--- src/hdl/obstacle_detour_sequencer_unit_assert.svh ---
// Assertion macros for the obstacle detour sequencer.
`ifndef OBSTACLE_DETOUR_SEQUENCER_UNIT_ASSERT_SVH
`define OBSTACLE_DETOUR_SEQUENCER_UNIT_ASSERT_SVH

// Same-cycle implication, sampled on i_clk, off during reset.
`define ODS_ASSERT_SAME(name, ante, cons) \
    name: assert property (@(posedge i_clk) disable iff (!i_rst_n) (ante) |-> (cons)) \
        else $error("ods: same-cycle check failed");

// Next-cycle implication, sampled on i_clk, off during reset.
`define ODS_ASSERT_NEXT(name, ante, cons) \
    name: assert property (@(posedge i_clk) disable iff (!i_rst_n) (ante) |=> (cons)) \
        else $error("ods: next-cycle check failed");

`endif

--- src/hdl/ods_pkg.sv ---
// Shared constants for the obstacle detour sequencer.
package ods_pkg;

    localparam int PHASE_W = 4;
    localparam int SPD_W   = 9;
    localparam int RANGE_W = 10;
    localparam int CFG_IDX_W  = 3;
    localparam int CFG_DATA_W = 16;
    // (255 + 255) * 65535 fits 25 bits; after dropping the Q8.8 fraction 17 remain
    localparam int PROD_W = 25;
    localparam int LEN_W  = 17;

    typedef logic [PHASE_W-1:0] t_phase;
    typedef logic signed [SPD_W-1:0] t_speed;

    localparam t_phase P_IDLE        = 4'd0;
    localparam t_phase P_TURN_L1     = 4'd1;
    localparam t_phase P_DRIVE_CLEAR = 4'd2;
    localparam t_phase P_TURN_R1     = 4'd3;
    localparam t_phase P_DRIVE_PASS  = 4'd4;
    localparam t_phase P_TURN_R2     = 4'd5;
    localparam t_phase P_DRIVE_BACK  = 4'd6;
    localparam t_phase P_TURN_L2     = 4'd7;
    localparam t_phase P_REACQUIRE   = 4'd8;

    localparam logic [CFG_IDX_W-1:0] REG_NEAR_THRESHOLD = 3'd0;
    localparam logic [CFG_IDX_W-1:0] REG_OBSTACLE_WIDTH = 3'd1;
    localparam logic [CFG_IDX_W-1:0] REG_CLEARANCE      = 3'd2;
    localparam logic [CFG_IDX_W-1:0] REG_TURN_MS        = 3'd3;
    localparam logic [CFG_IDX_W-1:0] REG_MS_PER_CM_Q8   = 3'd4;
    localparam logic [CFG_IDX_W-1:0] REG_DRIVE_SPEED    = 3'd5;
    localparam logic [CFG_IDX_W-1:0] REG_TURN_SPEED     = 3'd6;

    localparam logic [9:0]  RST_NEAR_THRESHOLD = 10'd20;
    localparam logic [7:0]  RST_OBSTACLE_WIDTH = 8'd20;
    localparam logic [7:0]  RST_CLEARANCE      = 8'd5;
    localparam logic [15:0] RST_TURN_MS        = 16'd600;
    localparam logic [15:0] RST_MS_PER_CM_Q8   = 16'd5120;  // 20.0 ms/cm
    localparam logic [7:0]  RST_DRIVE_SPEED    = 8'd140;
    localparam logic [7:0]  RST_TURN_SPEED     = 8'd120;

endpackage

--- src/hdl/ods_in_if.sv ---
// Update channel: clock sample, line flag and range sample.
interface ods_in_if #(
    parameter int TIME_WIDTH = 32
);
    logic                             valid;
    logic                             ready;
    logic [TIME_WIDTH-1:0]            now_ms;
    logic                             on_line;
    logic [ods_pkg::RANGE_W-1:0]      range_cm;

    modport source (output valid, output now_ms, output on_line, output range_cm, input ready);
    modport sink   (input valid, input now_ms, input on_line, input range_cm, output ready);
endinterface

--- src/hdl/ods_out_if.sv ---
// Result channel: motor command, phase and obstacle flag.
interface ods_out_if;
    logic                  valid;
    logic                  ready;
    logic                  motor_write;
    ods_pkg::t_speed       left_speed;
    ods_pkg::t_speed       right_speed;
    ods_pkg::t_phase       phase_now;
    logic                  obstacle_near;

    modport source (output valid, output motor_write, output left_speed, output right_speed,
                    output phase_now, output obstacle_near, input ready);
    modport sink   (input valid, input motor_write, input left_speed, input right_speed,
                    input phase_now, input obstacle_near, output ready);
endinterface

--- src/hdl/obstacle_detour_sequencer_unit.sv ---
// Obstacle detour sequencer: nine-phase turn/drive sequence with motor command output.
//
//   channel   dir   handshake         payload
//   in_ch     in    valid / ready     now_ms, on_line, range_cm
//   out_ch    out   valid / ready     motor_write, left/right_speed, phase_now, obstacle_near
//   cfg       in    i_cfg_we          i_cfg_idx, i_cfg_data
//
// One item per cycle unless out_ch stalls; results appear the cycle after items are taken.
// Phase logic, leg-length multiply (9x16) and elapsed-time compare sit between the
// phase registers and the result register.
// Input ready is high while the result register is empty or being drained.
// Synchronous active-low reset restores the register defaults and the idle phase.
`include "obstacle_detour_sequencer_unit_assert.svh"

module obstacle_detour_sequencer_unit #(
    parameter int TIME_WIDTH = 32
) (
    input  logic                            i_clk,
    input  logic                            i_rst_n,
    input  logic                            i_cfg_we,
    input  logic [ods_pkg::CFG_IDX_W-1:0]   i_cfg_idx,
    input  logic [ods_pkg::CFG_DATA_W-1:0]  i_cfg_data,
    ods_in_if.sink                          in_ch,
    ods_out_if.source                       out_ch
);

    localparam int CMP_W = (TIME_WIDTH > ods_pkg::LEN_W) ? TIME_WIDTH : ods_pkg::LEN_W;

    // configuration
    logic [9:0]  r_near_thr;
    logic [7:0]  r_obs_width;
    logic [7:0]  r_clearance;
    logic [15:0] r_turn_ms;
    logic [15:0] r_ms_per_cm;
    logic [7:0]  r_drive_spd;
    logic [7:0]  r_turn_spd;

    // sequence state
    ods_pkg::t_phase               r_phase;
    logic [TIME_WIDTH-1:0]         r_start;
    logic [ods_pkg::LEN_W-1:0]     r_len;

    // result register
    logic                          r_out_valid;
    logic                          r_motor_write;
    ods_pkg::t_speed               r_left;
    ods_pkg::t_speed               r_right;
    ods_pkg::t_phase               r_phase_out;
    logic                          r_near;

    logic                          in_fire;
    logic [8:0]                    leg_sum;
    logic [ods_pkg::PROD_W-1:0]    leg_prod;
    logic [ods_pkg::LEN_W-1:0]     leg_ms;
    logic [ods_pkg::LEN_W-1:0]     turn_len;
    logic [TIME_WIDTH-1:0]         elapsed;
    logic                          done;
    ods_pkg::t_speed               spd_t;
    ods_pkg::t_speed               spd_d;
    ods_pkg::t_speed               spd_half;

    ods_pkg::t_phase               n_phase;
    logic [TIME_WIDTH-1:0]         n_start;
    logic [ods_pkg::LEN_W-1:0]     n_len;
    logic                          n_motor_write;
    ods_pkg::t_speed               n_left;
    ods_pkg::t_speed               n_right;
    logic                          n_near;

    assign in_fire     = in_ch.valid && in_ch.ready;
    assign in_ch.ready = !r_out_valid || out_ch.ready;

    assign leg_sum  = {1'b0, r_obs_width} + {1'b0, r_clearance};
    assign leg_prod = ods_pkg::PROD_W'(leg_sum) * ods_pkg::PROD_W'(r_ms_per_cm);
    assign leg_ms   = leg_prod[ods_pkg::PROD_W-1:8];
    assign turn_len = ods_pkg::LEN_W'(r_turn_ms);

    // wrapping elapsed time
    assign elapsed = in_ch.now_ms - r_start;
    assign done    = CMP_W'(elapsed) >= CMP_W'(r_len);

    assign spd_t    = ods_pkg::t_speed'({1'b0, r_turn_spd});
    assign spd_d    = ods_pkg::t_speed'({1'b0, r_drive_spd});
    assign spd_half = ods_pkg::t_speed'({2'b00, r_drive_spd[7:1]});

    assign n_near = (in_ch.range_cm != '0) && (in_ch.range_cm <= r_near_thr);

    always_comb begin
        n_phase       = r_phase;
        n_start       = r_start;
        n_len         = r_len;
        n_motor_write = 1'b1;
        n_left        = '0;
        n_right       = '0;
        unique case (r_phase)
            ods_pkg::P_TURN_L1: begin
                n_left  = -spd_t;
                n_right = spd_t;
                if (done) begin
                    n_phase = ods_pkg::P_DRIVE_CLEAR;
                    n_start = in_ch.now_ms;
                    n_len   = leg_ms;
                end
            end
            ods_pkg::P_DRIVE_CLEAR: begin
                n_left  = spd_d;
                n_right = spd_d;
                if (done) begin
                    n_phase = ods_pkg::P_TURN_R1;
                    n_start = in_ch.now_ms;
                    n_len   = turn_len;
                end
            end
            ods_pkg::P_TURN_R1: begin
                n_left  = spd_t;
                n_right = -spd_t;
                if (done) begin
                    n_phase = ods_pkg::P_DRIVE_PASS;
                    n_start = in_ch.now_ms;
                    n_len   = leg_ms;
                end
            end
            ods_pkg::P_DRIVE_PASS: begin
                n_left  = spd_d;
                n_right = spd_d;
                if (done) begin
                    n_phase = ods_pkg::P_TURN_R2;
                    n_start = in_ch.now_ms;
                    n_len   = turn_len;
                end
            end
            ods_pkg::P_TURN_R2: begin
                n_left  = spd_t;
                n_right = -spd_t;
                if (done) begin
                    n_phase = ods_pkg::P_DRIVE_BACK;
                    n_start = in_ch.now_ms;
                    n_len   = leg_ms;
                end
            end
            ods_pkg::P_DRIVE_BACK: begin
                n_left  = spd_d;
                n_right = spd_d;
                if (done) begin
                    n_phase = ods_pkg::P_TURN_L2;
                    n_start = in_ch.now_ms;
                    n_len   = turn_len;
                end
            end
            ods_pkg::P_TURN_L2: begin
                n_left  = -spd_t;
                n_right = spd_t;
                if (done) begin
                    n_phase = ods_pkg::P_REACQUIRE;
                    n_start = in_ch.now_ms;
                    n_len   = '0;
                end
            end
            ods_pkg::P_REACQUIRE: begin
                // line found: stop command, back to idle
                if (in_ch.on_line) begin
                    n_phase = ods_pkg::P_IDLE;
                end else begin
                    n_left  = spd_half;
                    n_right = spd_half;
                end
            end
            default: begin
                // idle, and any unused code, starts the first turn silently
                n_motor_write = 1'b0;
                n_phase       = ods_pkg::P_TURN_L1;
                n_start       = in_ch.now_ms;
                n_len         = turn_len;
            end
        endcase
    end

    always_ff @(posedge i_clk) begin
        if (!i_rst_n) begin
            r_near_thr  <= ods_pkg::RST_NEAR_THRESHOLD;
            r_obs_width <= ods_pkg::RST_OBSTACLE_WIDTH;
            r_clearance <= ods_pkg::RST_CLEARANCE;
            r_turn_ms   <= ods_pkg::RST_TURN_MS;
            r_ms_per_cm <= ods_pkg::RST_MS_PER_CM_Q8;
            r_drive_spd <= ods_pkg::RST_DRIVE_SPEED;
            r_turn_spd  <= ods_pkg::RST_TURN_SPEED;
        end else if (i_cfg_we) begin
            unique case (i_cfg_idx)
                ods_pkg::REG_NEAR_THRESHOLD: r_near_thr  <= i_cfg_data[9:0];
                ods_pkg::REG_OBSTACLE_WIDTH: r_obs_width <= i_cfg_data[7:0];
                ods_pkg::REG_CLEARANCE:      r_clearance <= i_cfg_data[7:0];
                ods_pkg::REG_TURN_MS:        r_turn_ms   <= i_cfg_data;
                ods_pkg::REG_MS_PER_CM_Q8:   r_ms_per_cm <= i_cfg_data;
                ods_pkg::REG_DRIVE_SPEED:    r_drive_spd <= i_cfg_data[7:0];
                ods_pkg::REG_TURN_SPEED:     r_turn_spd  <= i_cfg_data[7:0];
                default: ;
            endcase
        end
    end

    always_ff @(posedge i_clk) begin
        if (!i_rst_n) begin
            r_phase     <= ods_pkg::P_IDLE;
            r_start     <= '0;
            r_len       <= '0;
            r_out_valid <= 1'b0;
        end else begin
            if (in_fire) begin
                r_phase <= n_phase;
                r_start <= n_start;
                r_len   <= n_len;
            end
            if (in_fire) begin
                r_out_valid <= 1'b1;
            end else if (out_ch.ready) begin
                r_out_valid <= 1'b0;
            end
        end
    end

    always_ff @(posedge i_clk) begin
        if (in_fire) begin
            r_motor_write <= n_motor_write;
            r_left        <= n_left;
            r_right       <= n_right;
            r_phase_out   <= n_phase;
            r_near        <= n_near;
        end
    end

    assign out_ch.valid         = r_out_valid;
    assign out_ch.motor_write   = r_motor_write;
    assign out_ch.left_speed    = r_left;
    assign out_ch.right_speed   = r_right;
    assign out_ch.phase_now     = r_phase_out;
    assign out_ch.obstacle_near = r_near;

    `ODS_ASSERT_SAME(a_phase_legal, 1'b1, r_phase <= ods_pkg::P_REACQUIRE)
    `ODS_ASSERT_NEXT(a_idle_starts_turn, in_fire && (r_phase == ods_pkg::P_IDLE), (r_phase == ods_pkg::P_TURN_L1) && !out_ch.motor_write)
    `ODS_ASSERT_NEXT(a_line_stops, in_fire && (r_phase == ods_pkg::P_REACQUIRE) && in_ch.on_line, (r_phase == ods_pkg::P_IDLE) && (out_ch.left_speed == '0) && (out_ch.right_speed == '0))
    `ODS_ASSERT_NEXT(a_result_tracks_phase, in_fire, out_ch.valid && (out_ch.phase_now == r_phase))

endmodule
--- src/flat_wrapper.sv ---
// flat-port wrapper written by rule: the top's interface ports become plain ports
module obstacle_detour_sequencer_unit_flat 
#(
    parameter int TIME_WIDTH = 32
)
  (i_clk, i_rst_n, i_cfg_we, i_cfg_idx, i_cfg_data, in_ch_valid, in_ch_now_ms, in_ch_on_line, in_ch_range_cm, in_ch_ready, out_ch_valid, out_ch_motor_write, out_ch_left_speed, out_ch_right_speed, out_ch_phase_now, out_ch_obstacle_near, out_ch_ready);
  ods_in_if #(.TIME_WIDTH(TIME_WIDTH)) in_ch_i ();
  ods_out_if out_ch_i ();
  input  logic i_clk;
  input  logic i_rst_n;
  input  logic i_cfg_we;
  input  logic [ods_pkg::CFG_IDX_W-1:0] i_cfg_idx;
  input  logic [ods_pkg::CFG_DATA_W-1:0] i_cfg_data;
  input wire logic [$bits(in_ch_i.valid)-1:0] in_ch_valid;
  input wire logic [$bits(in_ch_i.now_ms)-1:0] in_ch_now_ms;
  input wire logic [$bits(in_ch_i.on_line)-1:0] in_ch_on_line;
  input wire logic [$bits(in_ch_i.range_cm)-1:0] in_ch_range_cm;
  output wire logic [$bits(in_ch_i.ready)-1:0] in_ch_ready;
  output wire logic [$bits(out_ch_i.valid)-1:0] out_ch_valid;
  output wire logic [$bits(out_ch_i.motor_write)-1:0] out_ch_motor_write;
  output wire logic [$bits(out_ch_i.left_speed)-1:0] out_ch_left_speed;
  output wire logic [$bits(out_ch_i.right_speed)-1:0] out_ch_right_speed;
  output wire logic [$bits(out_ch_i.phase_now)-1:0] out_ch_phase_now;
  output wire logic [$bits(out_ch_i.obstacle_near)-1:0] out_ch_obstacle_near;
  input wire logic [$bits(out_ch_i.ready)-1:0] out_ch_ready;
  assign in_ch_i.valid = in_ch_valid;
  assign in_ch_i.now_ms = in_ch_now_ms;
  assign in_ch_i.on_line = in_ch_on_line;
  assign in_ch_i.range_cm = in_ch_range_cm;
  assign in_ch_ready = in_ch_i.ready;
  assign out_ch_valid = out_ch_i.valid;
  assign out_ch_motor_write = out_ch_i.motor_write;
  assign out_ch_left_speed = out_ch_i.left_speed;
  assign out_ch_right_speed = out_ch_i.right_speed;
  assign out_ch_phase_now = out_ch_i.phase_now;
  assign out_ch_obstacle_near = out_ch_i.obstacle_near;
  assign out_ch_i.ready = out_ch_ready;
  obstacle_detour_sequencer_unit #(.TIME_WIDTH(TIME_WIDTH)) u_core (.i_clk(i_clk), .i_rst_n(i_rst_n), .i_cfg_we(i_cfg_we), .i_cfg_idx(i_cfg_idx), .i_cfg_data(i_cfg_data), .in_ch(in_ch_i), .out_ch(out_ch_i));
endmodule
--- config.mk ---
export PLATFORM = sky130hd
export DESIGN_NAME = obstacle_detour_sequencer_unit_flat
export DESIGN_NICKNAME = d
export VERILOG_FILES = /design/src/hdl/ods_pkg.sv /design/src/hdl/ods_in_if.sv /design/src/hdl/ods_out_if.sv /design/src/hdl/obstacle_detour_sequencer_unit.sv /design/src/flat_wrapper.sv
export VERILOG_INCLUDE_DIRS = /design/src /design/src/hdl
export SDC_FILE = /design/constraint.sdc
export NUM_CORES = 1
export LEC_CHECK = 0
export BUFFER_PORTS_ARGS = -buffer_cell sky130_fd_sc_hd__buf_2
export CAP_MARGIN = 40
export CORE_ASPECT_RATIO = 1.2
export CORE_UTILIZATION = 35
export CTS_BUF_LIST = sky130_fd_sc_hd__clkbuf_16
export DETAILED_ROUTE_END_ITERATION = 7
export GPL_TIMING_DRIVEN = 0
export PLACE_DENSITY_LB_ADDON = 0.05
export SKIP_LAST_GASP = 1
export SYNTH_ARGS = -nofsm -noshare
export SYNTH_HDL_FRONTEND = slang
export SYNTH_SLANG_ARGS = --single-unit
export TNS_END_PERCENT = 5
--- constraint.sdc ---
create_clock -name i_clk -period 9.7 [get_ports i_clk]
set_input_delay 1.94 -clock i_clk [delete_from_list [all_inputs] [get_ports i_clk]]
set_output_delay 1.94 -clock i_clk [all_outputs]
set_load 0.02 [all_outputs]
==> results.md <==
Status:
- The run finished with clean final reports.

Yosys:
- The number of library cell types mapped by synthesis is about 80.
- In the synthesized netlist the async set-or-reset flop fraction comes to 0%.
- The synthesized area is around 14,000 µm².
- The most instantiated flip-flop cell in the synthesis netlist is dfxtp_1.
- The part of the Yosys area used for sequential elements is a little under a quarter.
- The number of enable flip-flop cells after synthesis is 23.
- Among all cell types in the netlist, the one instantiated most often is nand2_1.
- During synthesis, Yosys emitted a total of 0 warnings.
- The average footprint of a synthesized cell is a little over 8 µm².
- The cell taking the most area after synthesis is dfxtp_1.
- Synthesis produced a netlist whose cell count is 1,706.
- The proportion of netlist area held by the largest area contributor is 18.4%.
- Yosys attributes the largest share of cell area to dfxtp_1 18%, fa_1 14%, ha_1 9.7%.
- The commonest cells after synthesis are 247 x nand2_1, 215 x inv_1, 166 x a21oi_1.
- The number of nets in the synthesized netlist is between 1,500 and 2,000.
- The flip-flop and latch count after synthesis is between 150 and 200.

Detailed routing:
- The sum of routed wire segments on met1 is between 15,000 and 20,000 µm.
- The total wire length after detailed routing is roughly 42,000 µm.
- Wire segments on met3 add up to 938 µm in the final route.
- The highest layer touched by signal routing is met4.
- The first detailed-routing pass ran for 6 iterations.
- The detailed route wirelength on metal2 is approximately 21,000 µm.
- Detailed routing inserted a total of 12,300 vias.
- The average detailed-routed wire length per instance is roughly 18 µm.
- The number of routed nets with antenna violations is 0.
- The detailed router finished its first iteration with 662 violations.
- After detailed routing, the number of remaining DRC violations is 0.
- The via count normalized by instance count is ~5.2.

Place:
- In this run the tool buffered the top-level ports with 92 buffer cells.
- The HPWL after detailed placement is between 30,000 and 40,000 µm.
- The weighted congestion at the end of routability-driven global placement is 0.869.

Clocking:
- The root cell of the clock tree is clkbuf_16.
- The number of setup buffers added after CTS is 0.
- Clock-pin slew was measured on the worst setup and hold paths at around 0.07 ns.
- The total CTS buffers is 17.
- TritonCTS built the clock tree.
- The number of buffers inserted by hold repair at cts is 0.
- The maximum clock insertion buffer count is 2.
- The clock reaches the later pin of the worst-skew pair after roughly 0.45 ns.
- The number of gates given a new drive strength after cts is 0.
- The clock sink count is 151.
- The clock tree synthesis step divided the H-tree into 4 levels.

Global routing:
- The leftover overflow at the end of global routing is 0.
- The number of global-route vias before repair is ~12,000.
- The number of antenna violations at the first check in global routing is 0.
- The maximum number of pins on one net before global-route repair is 21.
- The first global-routing pass estimated between 60,000 and 70,000 µm of wire.
- Across every metal layer, demand over resource in global routing totals a little over a fifth.

Setup path:
- On the worst path, the slowest cell contributes a delay of just under 0.7 ns.
- The dominant delay contributor by cell family on the critical path is compound AO/OA/AOI/OAI gates.
- The startpoint class of the critical path is a flip-flop.
- The number of buffers and inverters on the critical path is 6.
- The data required time of the critical path is between 10 and 15 ns.
- The kind of end point of the critical path is a flip-flop.
- The type of the worst setup path is reg -> reg.
- The endpoint arrival time on the critical path is about 8.8 ns.
- The slowest stage of the critical path is the a2111oi_0 cell.
- In this run the worst path has a maximum fanout of 10.

STA:
- Setup violations remaining at the end of the flow were counted as 0.
- The final critical delay including setup and external delays is roughly 8.4 ns.
- The final count of pins violating max slew was 0.
- The upper clock frequency limit is between 0.1 and 0.15 GHz.
- The post-route clock skew is 0.0121 ns.
- The slew at the pin closest to its max-slew limit is 0.904 ns.
- After routing, the total negative slack on setup checks comes to 0 ns.
- In the finished design, the share of the clock period the worst path needs comes to slightly below 90%.
- Setup repair after global routing left no endpoint under its margin.
- The worst max-slew margin expressed relative to the limit is about two fifths.
- The hold violation total from the final report came to 0.

Finish:
- The final core utilization is 40.2%.
- The final net count is between 2,000 and 2,500.
- The area of combinational cells with multiple inputs is 9520 µm².
- The share of post-route cells with drive strength above 1 is approximately 9.0%.
- The area taken by flip-flops and latches is around 3300 µm².
- After filler insertion, the fill cell instance count of the layout stands at 4,100.
- The number of antenna diodes in the final layout is 0.
- From synthesis to final layout, the design area changed by 12.7%.

Floorplan:
- The area of the core region is roughly 39,000 µm².
- The floorplan die width is between 150 and 200 µm.
- The floorplan has 79 rows.
- The top-level I/O count is 93.
- The die is roughly 220 µm tall.
- The floorplan step defined a die boundary enclosing a little over 40,000 µm².
- The starting density of the core is roughly 36%.

Power:
- Summed over all cells, the static leakage comes to 0.00679 µW.
- The largest vdd supply drop is 108 µV.
- The areal power density over the cells is 130 nW/µm².

Flow run:
- The count of maximum capacitance violations is 0.

Hold path:
- The path type of the worst min-delay path is reg -> reg.
## registers in the layout (all words and copies together), names as in the netlist
signal,flops
u_core.out_ch.valid,1
u_core.r_start,32
u_core.out_ch.obstacle_near,1
u_core.out_ch.right_speed,9
u_core.r_drive_spd,8
u_core.r_obs_width,8
u_core.r_len,17
u_core.out_ch.left_speed,8
u_core.r_near_thr,10
u_core.out_ch.motor_write,1
u_core.r_clearance,8
u_core.r_phase,4
u_core.r_ms_per_cm,16
u_core.r_turn_spd,8
u_core.out_ch.phase_now,4
u_core.r_turn_ms,16
## where the power goes
part           leakage, µW  switching [µW]  total [µW]  internal [µW]
Combinational      0.00522             402         653            251
Sequential         0.00128            24.1         696            672
Clock             0.000296             300         695            396
Total              0.00679             726        2040           1320
## worst reg2reg max path, delay by kind of cell, from the launching register on
| family | cells | cell delay (ns) |
|---|---|---|
| AOI/OAI and AO/OA | 13 | 3.58 |
| adders and majority gates | 7 | 3.07 |
| buffers and inverters | 6 | 0.77 |
| and+or+nand+nor | 3 | 0.57 |
| DFF | 1 | 0.36 |
## per-stage QoR
stage                     hold slack (ns)  power, µW  cells  setup WS, ns  instance area, µm²
after floorplan                     0.436       1170   1706          2.62               13900
after global placement              0.444       1350   2324          1.27               15100
after detailed placement            0.448       1360   2329          1.31               15100
after CTS                           0.458       2060   2361          1.24               15700
after global routing                0.474       2170   2361         0.573               15700
final                               0.458       2040   2361          1.25               15700
## routing by layer
layer / vias to the layer above / track usage (%)
li1: 6095 / -
met1: 6012 / 26.8
met2: 155 / 38.6
met3: 37 / 2.40
met4: 0 / 6.33
met5: - / 0
## kinds of logic after synthesis
logic type	share of synthesized area, %
AND/OR/NAND/NOR	19.4
AO/OA/AOI/OAI	21.2
buffers and inverters	8.32
adder cells (fa/ha/maj)	24.1
flip-flops	23.3
XOR/XNOR	3.39
multiplexers	0.216
## cell usage in the layout (no fill, tap or decap), types with 19 or more instances in the layout
cell	netlist	routed
nand2_1	247	247
inv_1	215	216
a21oi_1	166	166
dfxtp_1	128	128
ha_1	108	108
buf_2	6	100
fa_1	100	100
and2_1	89	89
clkbuf_1	64	64
nor2_1	60	60
o21ai_0	40	40
o22ai_1	40	40
xnor2_1	35	35
nand3_1	34	34
o221a_1	30	30
nor3_1	26	26
a21o_1	24	24
edfxtp_1	23	23
nand2b_1	22	22
xor2_1	19	19
## final cells by class
type	instances	share of cell area, %
buffer	81	2.25
inverter	215	5.14
timing repair buffer	97	3.29
multi-input combinational	1259	60.6
sequential	151	20.7
clock buffer	18	2.87
tap	526	4.19
clock inverter	14	0.916
## final timing paths
check	from	endpoint	slack, ns	depth (start not counted)
worst max-delay path	u_core.r_clearance[0]	u_core.r_len[14]	1.25	29
worst min-delay path	u_core.r_turn_ms[14]	u_core.r_turn_ms[14]	0.46	2
worst max register to register	u_core.r_clearance[0]	u_core.r_len[14]	1.25	29
worst min register to register	u_core.r_turn_ms[14]	u_core.r_turn_ms[14]	0.46	2
No activity file was read; power rests on OpenSTA's default activity.
